$ cat src/rtl/euler_zyx_instance_transform_unit_defines.svh
// ----------------------------------------------------------------------------
// Assertion macros for the instance transform unit
// Concurrent checks on clk, disabled while arst_n is low.
// ----------------------------------------------------------------------------
`ifndef EULER_ZYX_INSTANCE_TRANSFORM_UNIT_DEFINES_SVH
`define EULER_ZYX_INSTANCE_TRANSFORM_UNIT_DEFINES_SVH

`ifndef NO_ASSERTIONS
// condition holds at every edge
`define EZIT_CHECK(lbl, cond, msg) \
	lbl: assert property (@(posedge clk) disable iff (!arst_n) (cond)) else $error(msg);
// consequence holds at the clock edge after the antecedent
`define EZIT_CHECK_NEXT(lbl, ante, cons, msg) \
	lbl: assert property (@(posedge clk) disable iff (!arst_n) (ante) |=> (cons)) \
		else $error(msg);
`else
`define EZIT_CHECK(lbl, cond, msg)
`define EZIT_CHECK_NEXT(lbl, ante, cons, msg)
`endif

`endif

$ cat src/rtl/ezit_pkg.sv
// ----------------------------------------------------------------------------
// ezit_pkg
// Shared types, fixed-point constants and the arctangent table.
// ----------------------------------------------------------------------------
package ezit_pkg;

	// angle accumulator and CORDIC vector width (Q2.30 with headroom)
	localparam int ZW = 34;
	localparam int TW = 18;   // sine/cosine at Q.16
	localparam int ATAN_LEN = 24;

	localparam logic signed [ZW-1:0] HALF_PI_Q30 = 34'sd1686629713;
	localparam logic signed [ZW-1:0] PI_Q30      = 34'sd3373259426;
	localparam logic signed [ZW-1:0] CORDIC_GAIN = 34'sd652032874;

	typedef struct packed {
		logic signed [31:0]        pos_x;
		logic signed [31:0]        pos_y;
		logic signed [31:0]        pos_z;
		logic [15:0]               scale;
		logic [2:0]                neg;
		logic [2:0][ZW-1:0]        z;
	} front_item_t;

	localparam int ITEM_W = $bits(front_item_t);

	typedef struct packed {
		logic signed [31:0] pos_x;
		logic signed [31:0] pos_y;
		logic signed [31:0] pos_z;
		logic [15:0]        scale;
	} carry_t;

	function automatic logic signed [ZW-1:0] atan_q30(input logic [4:0] i);
		logic signed [ZW-1:0] r;
		begin
			case (i)
				5'd0:    r = 34'sh03243F6A8;
				5'd1:    r = 34'sh01DAC6705;
				5'd2:    r = 34'sh00FADBAFC;
				5'd3:    r = 34'sh007F56EA6;
				5'd4:    r = 34'sh003FEAB76;
				5'd5:    r = 34'sh001FFD55B;
				5'd6:    r = 34'sh000FFFAAA;
				5'd7:    r = 34'sh0007FFF55;
				5'd8:    r = 34'sh0003FFFEA;
				5'd9:    r = 34'sh0001FFFFD;
				5'd10:   r = 34'sh0000FFFFF;
				5'd11:   r = 34'sh00007FFFF;
				5'd12:   r = 34'sh00003FFFF;
				5'd13:   r = 34'sh00001FFFF;
				5'd14:   r = 34'sh00000FFFF;
				5'd15:   r = 34'sh000007FFF;
				5'd16:   r = 34'sh000003FFF;
				5'd17:   r = 34'sh000001FFF;
				5'd18:   r = 34'sh000000FFF;
				5'd19:   r = 34'sh0000007FF;
				5'd20:   r = 34'sh0000003FF;
				5'd21:   r = 34'sh0000001FF;
				5'd22:   r = 34'sh0000000FF;
				5'd23:   r = 34'sh00000007F;
				default: r = '0;
			endcase
			return r;
		end
	endfunction

endpackage

$ cat src/rtl/ezit_front.sv
// ----------------------------------------------------------------------------
// ezit_front
// Input register: unpacks a word and folds each angle into +-pi/2.
// ----------------------------------------------------------------------------
module ezit_front (
	input  logic                clk,
	input  logic                arst_n,
	input  logic                in_valid,
	output logic                in_ready,
	input  logic [159:0]        in_data,
	output logic                item_valid,
	input  logic                item_ready,
	output ezit_pkg::front_item_t item
);
	import ezit_pkg::*;

	front_item_t fold;
	logic        valid_q;
	front_item_t item_q;

	always_comb begin
		logic signed [15:0]   ang;
		logic signed [ZW-1:0] zf;
		fold.pos_x = $signed(in_data[31:0]);
		fold.pos_y = $signed(in_data[63:32]);
		fold.pos_z = $signed(in_data[95:64]);
		fold.scale = in_data[159:144];
		for (int a = 0; a < 3; a++) begin
			ang = $signed(in_data[96 + 16*a +: 16]);
			zf  = $signed({ang[15], ang, 17'b0});
			fold.neg[a] = 1'b0;
			if (zf > HALF_PI_Q30) begin
				zf = zf - PI_Q30;
				fold.neg[a] = 1'b1;
			end else if (zf < -HALF_PI_Q30) begin
				zf = zf + PI_Q30;
				fold.neg[a] = 1'b1;
			end
			fold.z[a] = zf;
		end
	end

	assign in_ready   = !valid_q || item_ready;
	assign item_valid = valid_q;
	assign item       = item_q;

	always_ff @(posedge clk or negedge arst_n) begin
		if (!arst_n) begin
			valid_q <= 1'b0;
		end else if (in_ready) begin
			valid_q <= in_valid;
		end
	end

	always_ff @(posedge clk) begin
		if (in_ready && in_valid) begin
			item_q <= fold;
		end
	end

endmodule

$ cat config.mk
export PLATFORM = sky130hd
export DESIGN_NAME = ezit_front
export DESIGN_NICKNAME = d
export VERILOG_FILES = /design/src/rtl/euler_zyx_instance_transform_unit_defines.svh /design/src/rtl/ezit_pkg.sv /design/src/rtl/ezit_front.sv
export SDC_FILE = /design/constraint.sdc
export NUM_CORES = 1
export LEC_CHECK = 0
export ABC_CLOCK_PERIOD_IN_PS = 6200
export BUFFER_PORTS_ARGS = -buffer_cell sky130_fd_sc_hd__buf_2
export CELL_PAD_IN_SITES_DETAIL_PLACEMENT = 1
export CELL_PAD_IN_SITES_GLOBAL_PLACEMENT = 1
export CORE_AREA = 2 2 151 153
export CTS_CLUSTER_SIZE = 28
export DETAILED_ROUTE_END_ITERATION = 10
export DIE_AREA = 0 0 153 155
export PLACE_DENSITY = 0.82
export SETUP_SLACK_MARGIN = 0.3
export SYNTH_ARGS = -nofsm -noshare
export SYNTH_HDL_FRONTEND = slang
export SYNTH_SLANG_ARGS = --single-unit
$ cat constraint.sdc
create_clock -name clk -period 6.2 [get_ports clk]
set_input_delay 0.62 -clock clk [delete_from_list [all_inputs] [get_ports clk]]
set_output_delay 0.62 -clock clk [all_outputs]
set_load 0.01 [all_outputs]
== Word-level counts from Yosys, hierarchy flattened ==
Cells that the tools add are included.

* Input port bits: 164
* Output and inout bits: 219
* Register bits: 218

* Reduce and logical (&&, ||, !) cells: 3
* $add $sub $neg: 6
* Muxes and demuxes: 9
* Magnitude comparators: 6

{| class="wikitable"
|+ Operators by type and width
! kind !! count
|-
| $mux 34 || 6
|-
| $add 33x33->34 const B || 3
|-
| $sub 33x33->34 const B || 3
|-
| $gt 33x32->1 const B || 3
|-
| $lt 33x32->1 const B || 3
|-
| $mux 1 || 3
|-
| $logic_and 1x1->1 || 1
|-
| $logic_not 1->1 || 1
|-
| $logic_or 1x1->1 || 1
|}

== Logic depth before layout (Yosys ltp) ==
* Depth after elaboration: 3
* Depth in mapped cells: 8
* Depth with buffers taken out: 8

== Least setup slack after synthesis ==
No wires, ideal clock.

* Kind: input port to flip-flop
* Start point: input item_ready
* End point: register item_q (netlist bit item[100]), enable pin
* Slack: 877 ps
* Arrival: 4770 ps
* Setup time: 553 ps
* Path buffers: 0
* Stages on the path: 2
* Cells stage by stage: nand2b_1 and2_1

* Word-level cells in the longest chain between the ends: 2

{| class="wikitable"
|+ RTL lines
! what !! RTL line !! source
|-
| from (decl) || ezit_front.sv:12 || <nowiki>input logic item_ready,</nowiki>
|-
| $logic_or 1x1->1 || ezit_front.sv:43 || <nowiki>assign in_ready = !valid_q || item_ready;</nowiki>
|-
| $logic_and 1x1->1 || ezit_front.sv:56 || <nowiki>if (in_ready && in_valid) begin</nowiki>
|-
| to (signal assigned) || ezit_front.sv:57 || <nowiki>item_q <= fold;</nowiki>
|-
| to (decl) || ezit_front.sv:19 || <nowiki>front_item_t item_q;</nowiki>
|}

Every way passes these cells.
A chain may end at the register's enable or synchronous reset.

==> results.cfg <==
[outcome]
status = finished clean

[yosys]
yosys_warnings = 0
synthArstFlopShare_pct = 0.578
ys_types = 70
synth_seq_cells = 173
synth.avg_cell_area_um2 = 13.8
ys_top_cells_by_area = edfxtp_1, buf_4, xor2_1
synth.largest_area_cell = edfxtp_1
synth-edff-count = 172
syn-cell-area_mm2 = 0.00781
synthFlopType = edfxtp_1
seq_area_frac_synth_pct = 66.4
synth_top_cell_area_share_pct = 66.1
synthCells = 565

[clock_tree]
h-tree-depth = 4
clk_latency_ns = 0.43
cts_buffer_depth = 2
cts_tree = yes
root_buffer = clkbuf_16
path_clk_slew_ns = 0.09
cts_sinks = 173
cts_resized = 0
cts_made_buffers = 17

[die]
rows = 55
die-width_um = 153
io_pins = 383
initial_utilization_pct = 35.2
die_height_um = 155
core_area_mm2 = 0.0222
dieArea_mm2 = 0.0237

[sta]
final_hold_viol_count = 0
post-route-period-util_pct = 44.2
relSlewSlack_pct = 29.4
fmax_mhz = 365
fin_tns_setup_ns = 0
fin_crit_ns = 2.74
clock_skew_ns = 0.0185
rsz0062_at_grt = false
setup_violations = 0
tightest_slew_ns = 1.05
finalMaxSlewViolations = 0

[critical_path]
endpoint_kind = register
critPathArrivalTime_ns = 2.91
cp.required_ns = 6.37
path_class = primary input to register
worstSetupStartpointType = primary input
r2r_cells = 3
worst-path-max-fanout = 12

[routing]
viasPerCell = 5.00
routed_wirelength_um = 23700
drt-initial-drc-count = 296
via_count = 5961
drc = 0
drt_pre_antenna_iters = 7
ant_nets = 0
wl_per_cell_um = 19.9

[power_and_ir_drop]
cellPowerDensity_mw_per_mm2 = 284
peakVddDrop_uv = 161
leakage_uw = 0.00434

[global_routing]
antenna_found_initial = 3
grt_pass1_vias = 5892
gr-total-overflow = 0
grt_max_degree = 80
globalRouteTotalUtil_pct = 19.2
grt_first_pass_wirelength_um = 35000

[placement]
io_buffers = 379
hpwl_um = 18300
gp_congestion = 0.801

[finish]
fin_nets = 1068
final_core_util_pct = 46.2
fillers = 2435
drive_gt1_share_pct = 47.4
seqCellArea_mm2 = 0.00519
multi_input_area_mm2 = 0.00205
syn_to_final_growth_pct = 31.4

[worst_hold_path]
holdPathStages = 1
hold_path_class = primary input to register

[job]
max-cap-violations = 0
[logic make-up (layout without fill, tap and decap cells)]
| kind of cell | count (synthesis) | in the layout | synth area share (%) |
|---|---|---|---|
| XOR/XNOR | 38 | 38 | 4.35 |
| other | 1 | 5 | 0.0480 |
| AND/OR/NAND/NOR | 118 | 118 | 8.05 |
| adder cells (fa/ha/maj) | 12 | 12 | 1.92 |
| AO/OA/AOI/OAI | 119 | 119 | 11.8 |
| flip-flops | 173 | 173 | 66.4 |
| buffers and inverters | 104 | 442 | 7.46 |
[critical path, cell delays in order]
cell,delay (ns)
buf_2,0.15
or3_1,0.38
or3_1,0.34
a31oi_1,0.77
inv_1,0.27
o2bb2ai_1,0.21
xor2_1,0.16
[layout by cell type, fill, tap and decap left out, types with 4 or more instances in the layout]
cell type	n
nand2b_1	6
nor2_1	20
clkinv_8	7
a21oi_1	5
inv_1	27
and3_1	8
ha_1	12
edfxtp_1	172
buf_2	379
or3_1	10
inv_6	4
o22ai_1	12
nor3_1	10
o21ai_0	19
nand3_1	8
o32ai_1	9
o211ai_1	9
xor2_1	22
o31a_1	5
nor3b_1	5
and2_1	5
nand2_1	29
a31oi_1	5
a211oi_1	5
clkbuf_16	17
xnor2_1	15
[state kept, by name, indices dropped and copies added, names as in the netlist]
name and cells:
item_valid 1, item 172
[metal layers]
| layer | up-vias | global-route usage [%] | wire length (um) | part of all wire (%) |
|---|---|---|---|---|
| met4 | 0 | 6.31 | 571 | 2.4 |
| met5 | - | 0 | 0 | 0 |
| met2 | 241 | 34.3 | 12500 | 53 |
| li1 | 2762 | - | - | - |
| met3 | 28 | 4.43 | 1260 | 5.3 |
| met1 | 2930 | 22.8 | 9350 | 40 |
[final timing paths]
| kind | start | endpoint | slack (ns) |
|---|---|---|---|
| min in group asynchronous | arst_n | item_valid | 0.50 |
| max | in_data[100] | item[25] | 3.46 |
| max reg2reg | item_valid | item[60] | 4.09 |
| min | in_data[3] | item[188] | 0.35 |
| min reg2reg | item_valid | item_valid | 0.57 |
| max in group asynchronous | arst_n | item_valid | 5.62 |
[synthesized netlist by cell type, types with 5 or more instances]
cell type,n
ha_1,12
and3_1,8
xnor2_1,15
nand2_1,29
xor2_1,22
o21ai_0,19
edfxtp_1,172
buf_4,45
buf_2,7
inv_1,27
o211ai_1,9
or3_1,10
and2_1,6
o31a_1,5
a21oi_1,5
o22ai_1,12
nor3_1,10
nor3b_1,5
clkbuf_1,22
nand2b_1,6
nand3_1,8
a31oi_1,5
nor2_1,20
o32ai_1,9
a211oi_1,5
[per-stage QoR]
stage	worst slack [ns]	total power [uW]	cells	area, um2	hold slack (ns)
3_5_place_dp	3.05	1830	1157	9620	0.396
4_1_cts	3.51	2950	1190	10300	0.332
5_1_grt	3.29	3030	1192	10300	0.324
3_3_place_gp	3.10	1820	1157	9620	0.396
2_1_floorplan	0.877	1660	567	7820	0.324
6_report	3.46	2910	1192	10300	0.353
[layout make-up]
| class | instances | share of cell area (%) |
|---|---|---|
| repair buffers | 383 | 18.8 |
| well taps | 285 | 3.47 |
| flip-flops and latches | 173 | 50.5 |
| diodes | 2 | 0.0487 |
| inverters | 27 | 0.987 |
| multi-input cells | 290 | 20.0 |
| clock inverters | 15 | 2.03 |
| clock buffers | 17 | 4.14 |
[power breakdown]
part,internal (uW),total [uW],switching [uW]
registers,1380,1410,24.2
logic,154,396,242
clock network,561,1110,550
[repair_timing]
action	in CTS	in global routing
setup endpoints to repair	0	0
hold endpoints to repair	1	0
hold buffers	1	0
setup buffers	0	0
Note: power is estimated with default switching activity, not from simulation.
