===== src/rtl/euler_zyx_instance_transform_unit_defines.svh =====
// ----------------------------------------------------------------------------
// Assertion macros for the instance transform unit
// Concurrent checks on clk, disabled while arst_n is low.
// ----------------------------------------------------------------------------
`ifndef EULER_ZYX_INSTANCE_TRANSFORM_UNIT_DEFINES_SVH
`define EULER_ZYX_INSTANCE_TRANSFORM_UNIT_DEFINES_SVH

`ifndef NO_ASSERTIONS
// condition holds at every edge
`define EZIT_CHECK(lbl, cond, msg) \
	lbl: assert property (@(posedge clk) disable iff (!arst_n) (cond)) else $error(msg);
// consequence holds at the clock edge after the antecedent
`define EZIT_CHECK_NEXT(lbl, ante, cons, msg) \
	lbl: assert property (@(posedge clk) disable iff (!arst_n) (ante) |=> (cons)) \
		else $error(msg);
`else
`define EZIT_CHECK(lbl, cond, msg)
`define EZIT_CHECK_NEXT(lbl, ante, cons, msg)
`endif

`endif


===== src/rtl/ezit_fifo.sv =====
// ----------------------------------------------------------------------------
// ezit_fifo
// Short register queue between the front and the back.
// ----------------------------------------------------------------------------
`include "euler_zyx_instance_transform_unit_defines.svh"

module ezit_fifo #(
	parameter int WIDTH = 8,
	parameter int DEPTH = 2
) (
	input  logic             clk,
	input  logic             arst_n,
	input  logic             push,
	output logic             full,
	input  logic [WIDTH-1:0] wdata,
	input  logic             pop,
	output logic             empty,
	output logic [WIDTH-1:0] rdata
);
	localparam int PW = (DEPTH > 1) ? $clog2(DEPTH) : 1;
	localparam int CW = $clog2(DEPTH + 1);

	logic [WIDTH-1:0] mem_q [DEPTH];
	logic [PW-1:0]    wp_q, rp_q;
	logic [CW-1:0]    count_q;
	logic             wr, rd;

	assign full  = (count_q == CW'(DEPTH));
	assign empty = (count_q == '0);
	assign wr    = push && !full;
	assign rd    = pop && !empty;
	assign rdata = mem_q[rp_q];

	always_ff @(posedge clk or negedge arst_n) begin
		if (!arst_n) begin
			wp_q    <= '0;
			rp_q    <= '0;
			count_q <= '0;
		end else begin
			if (wr) begin
				wp_q <= (wp_q == PW'(DEPTH - 1)) ? '0 : wp_q + 1'b1;
			end
			if (rd) begin
				rp_q <= (rp_q == PW'(DEPTH - 1)) ? '0 : rp_q + 1'b1;
			end
			if (wr && !rd) begin
				count_q <= count_q + 1'b1;
			end else if (rd && !wr) begin
				count_q <= count_q - 1'b1;
			end
		end
	end

	always_ff @(posedge clk) begin
		if (wr) begin
			mem_q[wp_q] <= wdata;
		end
	end

	`EZIT_CHECK(a_count_range, count_q <= CW'(DEPTH), "queue count beyond depth")
	`EZIT_CHECK_NEXT(a_fill, wr && !rd, count_q == $past(count_q) + 1'b1, "queue fill lost")
	`EZIT_CHECK_NEXT(a_drain, rd && !wr, count_q == $past(count_q) - 1'b1, "queue drain lost")

endmodule


===== config.mk =====
export PLATFORM = sky130hd
export DESIGN_NAME = ezit_fifo
export DESIGN_NICKNAME = d
export VERILOG_FILES = /design/src/rtl/ezit_fifo.sv
export VERILOG_INCLUDE_DIRS = /design/src /design/src/rtl
export SDC_FILE = /design/constraint.sdc
export NUM_CORES = 1
export LEC_CHECK = 0
export ABC_AREA = 1
export ABC_CLOCK_PERIOD_IN_PS = 1290
export BUFFER_PORTS_ARGS = -buffer_cell sky130_fd_sc_hd__buf_2
export CAP_MARGIN = 5
export CORE_MARGIN = 2
export CORE_UTILIZATION = 40
export DETAILED_ROUTE_END_ITERATION = 8
export GPL_ROUTABILITY_DRIVEN = 0
export HOLD_SLACK_MARGIN = 0.02
export PLACE_DENSITY = 0.66
export SLEW_MARGIN = 10
export SYNTH_ARGS = -nofsm -noshare
export SYNTH_HDL_FRONTEND = slang
export SYNTH_SLANG_ARGS = --single-unit
export TNS_END_PERCENT = 30

===== constraint.sdc =====
create_clock -name clk -period 1.29 [get_ports clk]
set_input_delay 0 -clock clk [delete_from_list [all_inputs] [get_ports clk]]
set_output_delay 0 -clock clk [all_outputs]
set_load 0.02 [all_outputs]

# Word-level counts from Yosys, hierarchy flattened
# Memory sizes are Yosys's and may differ from the RTL's.
# Index checks and enable logic that the tools add are counted.
# Widths: inputs -> output; s select.
totals:
  register_bits: 4
  latch_bits: 0
  ram_bits: 16
  rom_bits: 0
  input_bits: 12
  output_inout_bits: 10
  elab_cells: 25
  mem_count: 1
memory_table:
  columns: ["memory", "depth", "width", "rd", "rd_ports_with_merged_regs", "wr", "line_no", "rtl"]
  rows:
  - ["mem_q", 2, 8, 1, 0, 1, "ezit_fifo.sv:23", "logic [WIDTH-1:0] mem_q [DEPTH];"]
op_classes:
  n_addsub: 4
  mul: 0
  div_mod_pow: 0
  order_cmp: 0
  eq_ne: 1
  shifts: 0
  n_mux: 6
  bitwise_logic: 0
  reduce_logical: 10
ops:
  columns: ["cell", "count"]
  rows:
  - ["$logic_and 1x1->1", 4]
  - ["$logic_not 1->1", 4]
  - ["$mux 1", 4]
  - ["$mux 2", 2]
  - ["$add 1x1->1 const B", 2]
  - ["$add 2x1->2 const B", 1]
  - ["$eq 2x2->1 const B", 1]
  - ["$logic_not 2->1", 1]
  - ["$reduce_bool 2->1", 1]
  - ["$sub 2x1->2 const B", 1]

# Longest topological paths before layout
# Gate-level depths: netlist of run 1.
depth:
  ltp_word: 7
  depth_mapped: 9
  mapped_depth_nobuf: 9

# Worst setup path after synthesis of run 1
# OpenSTA, ideal clock, no wires.
synth_path:
  path_kind: "flip-flop to flip-flop"
  start: "register count_q[0]"
  end: "register count_q[1]"
  setup_ps: 117
  arrival_time_ps: 1282
  t_required_ps: 1173
  path_slack_ps: -109
  path_stages_with_launch: 8
  path_buffers: 0
  period_less_slack_ps: 1399
  cell_sequence: "dfrtp_1 > nor2_2 > nor2_2 > ha_1 > inv_1 > nand3_1 > nand2_1 > nand2_1"
synth_via:
  elab_chain_len: 6
  word_cells_on_any_way: 15
  cone_classes: "2 x add/sub; 1 x eq/ne; 2 x mux; 10 x reduce/logical"
synth_rtl:
  columns: ["item", "line_no", "rtl"]
  rows:
  - ["start, declared", "ezit_fifo.sv:25", "logic [CW-1:0] count_q;"]
  - ["start signal, assigned", "ezit_fifo.sv:47", "count_q <= count_q + 1'b1;"]
  - ["start signal, assigned", "ezit_fifo.sv:49", "count_q <= count_q - 1'b1;"]
  - ["$eq 2x2->1 (*)", "ezit_fifo.sv:28", "assign full = (count_q == CW'(DEPTH));"]
  - ["named net full", "ezit_fifo.sv:14", "output logic full,"]
  - ["$logic_not 1->1 (*)", "ezit_fifo.sv:30", "assign wr = push && !full;"]
  - ["$logic_and 1x1->1 (*)", "ezit_fifo.sv:30", null]
  - ["$logic_not 1->1", "ezit_fifo.sv:48", "end else if (rd && !wr) begin"]
  - ["$logic_and 1x1->1", "ezit_fifo.sv:48", null]
  - ["$reduce_bool 2->1 (no line)", null, null]
# The timed path passes the listed nets; every way through them passes the cells marked *. The select of a mux whose other input is x is not followed.
# A chain may end at the register's enable or synchronous reset.

# Final worst setup path of run 1
layout_path:
  start: "register count_q[0]"
  end: "register count_q[1]"
layout_via:
  elab_chain_len: 6
  word_cells_on_any_way: 15
  cone_classes: "2 x add/sub; 1 x eq/ne; 2 x mux; 10 x reduce/logical"
layout_rtl:
  columns: ["item", "line_no"]
  rows:
  - ["$eq 2x2->1 / $logic_not 2->1 (equally long branches)", "ezit_fifo.sv:28, ezit_fifo.sv:29"]
  - ["$logic_not 1->1 (on tied branches)", "ezit_fifo.sv:30, ezit_fifo.sv:31"]
  - ["$logic_and 1x1->1 (on tied branches)", "ezit_fifo.sv:30, ezit_fifo.sv:31"]
  - ["$logic_not 1->1 (on tied branches)", "ezit_fifo.sv:48, ezit_fifo.sv:46"]
  - ["$logic_and 1x1->1 (on tied branches)", "ezit_fifo.sv:48, ezit_fifo.sv:46"]
  - ["$reduce_bool 2->1 (no line) / $mux 2 (equally long branches)", null]
# Parallel ways exist; a longest one is shown, timed or not. The select of a mux whose other input is x is not followed.

==> metrics.csv, run 1 <==
metric,value,unit
fin_ws,0.0461,ns
synth_top_family_by_area,simple AND/OR/NAND/NOR gates,
synth-simple-area-share,20.1,%
core_area,1940,sq um
clock_power_share,17.6,%
power.share.switching,36.2,%
cts-root-buf,clkbuf_4,
relSlewSlack,82.1,%
arrival,1.44,ns
cts_tree,built,
cpPeakStageDelay,0.47,ns
place_ws,-0.0914,ns
hp-class,input port to async pin,
worst_ir_drop_vdd,1.19,mV
status,"finished, final reports clean",
drv_slew,0,
place_area,1000,sq um
fillerInstances,165,
grt_pass1_wl,2.49,mm
drt-total-wl,1.48,mm
endpoint_kind,register,
crit_chain,o21ai_2 > ha_4 > inv_2 > nand3_2 > nand2_1 > nand2_1,
intPower,1800,uW
postSynthCellCount,73,
power.density,2270,nW/um^2
fin_hold_ws,0.0289,ns
rows,16,
slowest_stage,dfrtp_2,
crit_top_cell,nand2_1,
synthMuxAreaShare,0,%
critPathKind,register to register,
ys_seq_elements,20,
yosys.area_share.adder,1.55,%
multi_input_area,230,sq um
viasPerCell,4.36,
leakagePower,0.000575,uW
p_switching,1020,uW
clock.fmax,0.804,GHz
gr-total-overflow,0,
floorplan.die_area,2400,sq um
worstMarginPinSlew,0.266,ns
grt_pass1_vias,625,
cts-htree-levels,1,
seqPwrFrac,36.2,%
regArea,583,sq um
r2r_start,count_q[0],
drtIter0Drc,10,
die_h,49.0,microns
crit_start,count_q[0],
hold_viol_final,0,
dp_cells,127,
cts.path.max_buffers,2,
synth-seq-area-share,71.7,%
synth_nets,86,
cap_violations,0,
min_period,1.24,ns
skew,0.00280,ns
yosysUniqueCellTypes,14,
cpLargestDelayFamily,flip-flops,
io-pin-count,22,
worst_setup_path_start_kind,register,
yosys_warnings,0,
grt_max_degree,13,
synth_area,810,sq um
antenna_found_initial,0,
area_delta_synth_final,53.2,%
worstSkewPairLatency,0.29,ns
ant_nets,0,
layout.nets,132,
clk_pin_slew,0.10,ns
die_w,49.0,microns
cts.sinks,20,
required,1.48,ns
start_util,41.7,%
drive_gt1_share,41.5,%
drtPass1Iterations,3,
finalInstanceArea,1240,sq um
dp_hpwl,1.01,mm
final_cells,145,
grt_util_all_layers,13.7,%
finalSetupViolations,0,
synthXorXnorAreaFrac,1.08,%
crit_fanout,5,
post_drt_wl_per_cell,10.2,microns
critPathBufInv,1,
post-route-period-util,96.4,%
drcViolationCount,0,
antenna-diode-count,0,
comb_power_share,46.3,%
numCtsBuffers,3,
rsz0062_at_grt,true,
synth_compound_area_share,1.24,%
numPortBuffers,21,
dr_total_vias,632,
synth.avg_cell_area,11.1,sq um
synth_stat cells:
library cell,n,area [sq um]
inv_2,1,3.75
dfrtp_1,4,100
xnor2_1,1,8.76
inv_1,7,26.3
nand3_1,1,5.00
nor2_2,2,12.5
ha_1,1,12.5
nor2_1,2,7.51
buf_2,1,5.00
edfxtp_1,16,480
o21ai_0,2,10.0
nand3b_1,1,7.51
nand4_1,1,6.26
nand2_1,33,124
per-layer routing:
| metal | vias up | track usage, % | wire (microns) |
|---|---|---|---|
| met5 | - | 0 | 0 |
| met4 | 0 | 4.29 | 8 |
| met3 | 2 | 2.76 | 40 |
| met2 | 10 | 27.6 | 818 |
| met1 | 291 | 13.6 | 607 |
| li1 | 329 | - | - |
path summary, 6_finish.rpt:
| check | depth (start not counted) | to | slack, ns |
|---|---|---|---|
| min | 2 | wp_q | 0.03 |
| max in group asynchronous | 2 | rp_q | 1.13 |
| max reg2reg | 6 | count_q[1] | 0.05 |
| min reg2reg | 2 | wp_q | 0.51 |
| min in group clk | 4 | wp_q | 0.06 |
| max | 6 | count_q[1] | 0.05 |
cell type report:
| cell class | count | area share [%] |
|---|---|---|
| clock buffer | 3 | 1.82 |
| clock inverter | 1 | 2.42 |
| inverter | 8 | 2.62 |
| multi-input combinational | 44 | 18.6 |
| sequential | 20 | 47.0 |
| tap | 27 | 2.72 |
| timing repair buffer | 42 | 24.8 |
cells in the final DEF, fill, tap and decap left out, drive strengths merged:
master | Yosys | layout
buf | 1 | 32
xnor2 | 1 | 1
nand3b | 1 | 1
o21ai | 2 | 2
bufinv | 0 | 1
nand3 | 1 | 1
dfrtp | 4 | 4
inv | 8 | 8
edfxtp | 16 | 16
clkbuf | 0 | 3
nand4 | 1 | 1
nand2 | 33 | 33
ha | 1 | 1
nor2 | 4 | 4
dlygate4sd3 | 0 | 10
state kept, by name, indices dropped and copies added, names as in the netlist:
name and count:
count_q 2, rp_q 1, mem_q 16, wp_q 1
stage by stage:
stage / TNS [ns] / total power, uW / util, %
2_1_floorplan: -0.0416 / 1670 / -
3_3_place_gp: 0 / 2040 / 51.7
3_5_place_dp: -0.0914 / 2070 / 51.7
4_1_cts: -0.0127 / 2600 / 59.7
5_1_grt: -0.0974 / 3010 / 63.9
6_report: 0 / 2820 / 63.9
logic make-up after synthesis:
family                   count (synthesis)
buffers and inverters                    9
adder cells (fa/ha/maj)                  1
XOR/XNOR                                 1
AND/OR/NAND/NOR                         40
AO/OA/AOI/OAI                            2
flip-flops                              20
timing repair:
action                                  4_1_cts  5_1_grt
endpoints found under the setup margin        9       19
hold buffers                                 10        0
resized for setup                             4       10
gates cloned                                  0        0
hold endpoints to repair                     21        0
setup buffers                                 0        4
power groups by stage:
stage                     clock [uW]  sequential (uW)  combinational, uW
after floorplan                    0              978                687
after detailed placement           0             1030               1030
after global placement             0             1020               1010
final                            495             1020               1300
after CTS                        505             1030               1060
after global routing             533             1040               1430
Power figures use the tool's default switching activity.
==> run 2, diff against run 1 <==
--- a/config.mk
+++ b/config.mk
@@ -15,9 +15,10 @@
 export DETAILED_ROUTE_END_ITERATION = 8
 export GPL_ROUTABILITY_DRIVEN = 0
 export HOLD_SLACK_MARGIN = 0.02
+export MAX_ROUTING_LAYER = met4
 export PLACE_DENSITY = 0.66
-export SLEW_MARGIN = 10
+export SLEW_MARGIN = 20
 export SYNTH_ARGS = -nofsm -noshare
 export SYNTH_HDL_FRONTEND = slang
 export SYNTH_SLANG_ARGS = --single-unit
-export TNS_END_PERCENT = 30
+export TNS_END_PERCENT = 100
==> metrics.csv, run 2 (synthesized netlist as in run 1, its figures left out) <==
metric,value,unit
status,"finished, final reports clean",
drt-total-wl,1.48,mm
layout_common_cells,"nand2_1 (32), buf_2 (21), edfxtp_1 (16)",
cts_tree,built,
worstSkewPairLatency,0.29,ns
largest_reg_flops,16,
layout.nets,132,
grt_pass1_wl,2.49,mm
crit_fanout,5,
dp_cells,127,
cts-htree-levels,1,
drcViolationCount,0,
clock.fmax,0.804,GHz
slowest_stage,dfrtp_2,
relSlewSlack,82.1,%
drtIter0Drc,10,
regMostFlops,mem_q,
core_area,1940,sq um
finalInstanceArea,1240,sq um
ff2ff_path_depth,6,
die_w,49.0,microns
ant_nets,0,
area_delta_synth_final,53.2,%
finalSetupViolations,0,
dr_total_vias,632,
skew,0.00280,ns
crit_chain,o21ai_2 > ha_4 > inv_2 > nand3_2 > nand2_1 > nand2_1,
cts-root-buf,clkbuf_4,
floorplan.die_area,2400,sq um
r2r_slack,0.05,ns
grt_max_degree,13,
io-pin-count,22,
post-route-period-util,96.4,%
fillerInstances,165,
numPortBuffers,21,
reg_top3,"mem_q x16, count_q x2",
required,1.48,ns
grt_pass1_vias,625,
numCtsBuffers,3,
cap_violations,0,
antenna-diode-count,0,
crit_top_cell,nand2_1,
cts.sinks,20,
post_drt_wl_per_cell,10.2,microns
cpPeakStageDelay,0.47,ns
min_period,1.24,ns
leakagePower,0.000575,uW
rows,16,
die_h,49.0,microns
final_common_cell,nand2_1,
arrival,1.44,ns
rsz0062_at_grt,true,
hp-class,input port to async pin,
viasPerCell,4.36,
fin_hold_ws,0.0289,ns
drive_gt1_share,41.5,%
fin_util,63.9,%
endpoint_kind,register,
antenna_found_initial,0,
clk_pin_slew,0.10,ns
endpoint,count_q[1],
dp_hpwl,1.01,mm
place_area,1000,sq um
worst_setup_path_start_kind,register,
critPathKind,register to register,
worst_ir_drop_vdd,1.19,mV
r2r_end,count_q[1],
worstMarginPinSlew,0.266,ns
grt_util_all_layers,14.1,%
drv_slew,0,
gr-total-overflow,0,
start_util,41.7,%
total_power,2820,uW
r2r_start,count_q[0],
final_cells,145,
cts.path.max_buffers,2,
hold_viol_final,0,
drtPass1Iterations,3,
power.density,2270,nW/um^2
crit_start,count_q[0],
run 2: critical path, delay by kind of cell, from the launching register on:
kind / cells / cell delay (ns)
AOI/OAI and AO/OA: 1 / 0.21
adders and majority gates: 1 / 0.24
and+or+nand+nor: 3 / 0.16
DFF: 1 / 0.47
buffers and inverters: 1 / 0.06
run 2: worst min-delay path by stage:
| stage | slack (ns) | endpoint | depth (start not counted) | from |
|---|---|---|---|---|
| detailed placement | -0.18 | wp_q | 1 | arst_n |
| floorplan | -0.30 | count_q[0] | 0 | arst_n |
| global route | 0.03 | wp_q | 2 | arst_n |
| finish | 0.03 | wp_q | 2 | arst_n |
| CTS | 0.02 | wp_q | 2 | arst_n |
| global placement | -0.19 | wp_q | 1 | arst_n |
run 2: metrics by stage:
stage                     TNS, ns  setup WS, ns
after floorplan           -0.0416       -0.0416
after global placement          0       0.00784
after detailed placement  -0.0914       -0.0914
after CTS                 -0.0127       -0.0127
after global routing      -0.0974       -0.0279
final                           0        0.0461
run 2: layout make-up:
type	count	area [sq um]	area share, %
timing repair buffer	42	308	24.8
tap	27	33.8	2.72
clock inverter	1	30.0	2.42
inverter	8	32.5	2.62
sequential	20	583	47.0
clock buffer	3	22.5	1.82
multi-input combinational	44	230	18.6
run 2: where the power goes:
| group | switching [uW] | total [uW] | internal, uW |
|---|---|---|---|
| registers | 117 | 1020 | 903 |
| clock network | 181 | 495 | 314 |
| logic | 723 | 1300 | 581 |
| total | 1020 | 2820 | 1800 |
run 2: repair_timing:
item / CTS / global route
gates resized for setup: 4 / 10
setup endpoints to repair: 9 / 19
hold buffers: 10 / 0
endpoints found under the hold margin: 21 / 0
cloned: 0 / 0
setup buffers: 0 / 4
run 2: per-layer routing:
layer	part of all wire, %	vias up	GRT usage [%]
li1	-	329	-
met1	41	291	13.6
met2	55	10	27.6
met3	2.7	2	2.76
met4	0.54	0	4.29
met5	0	-	-
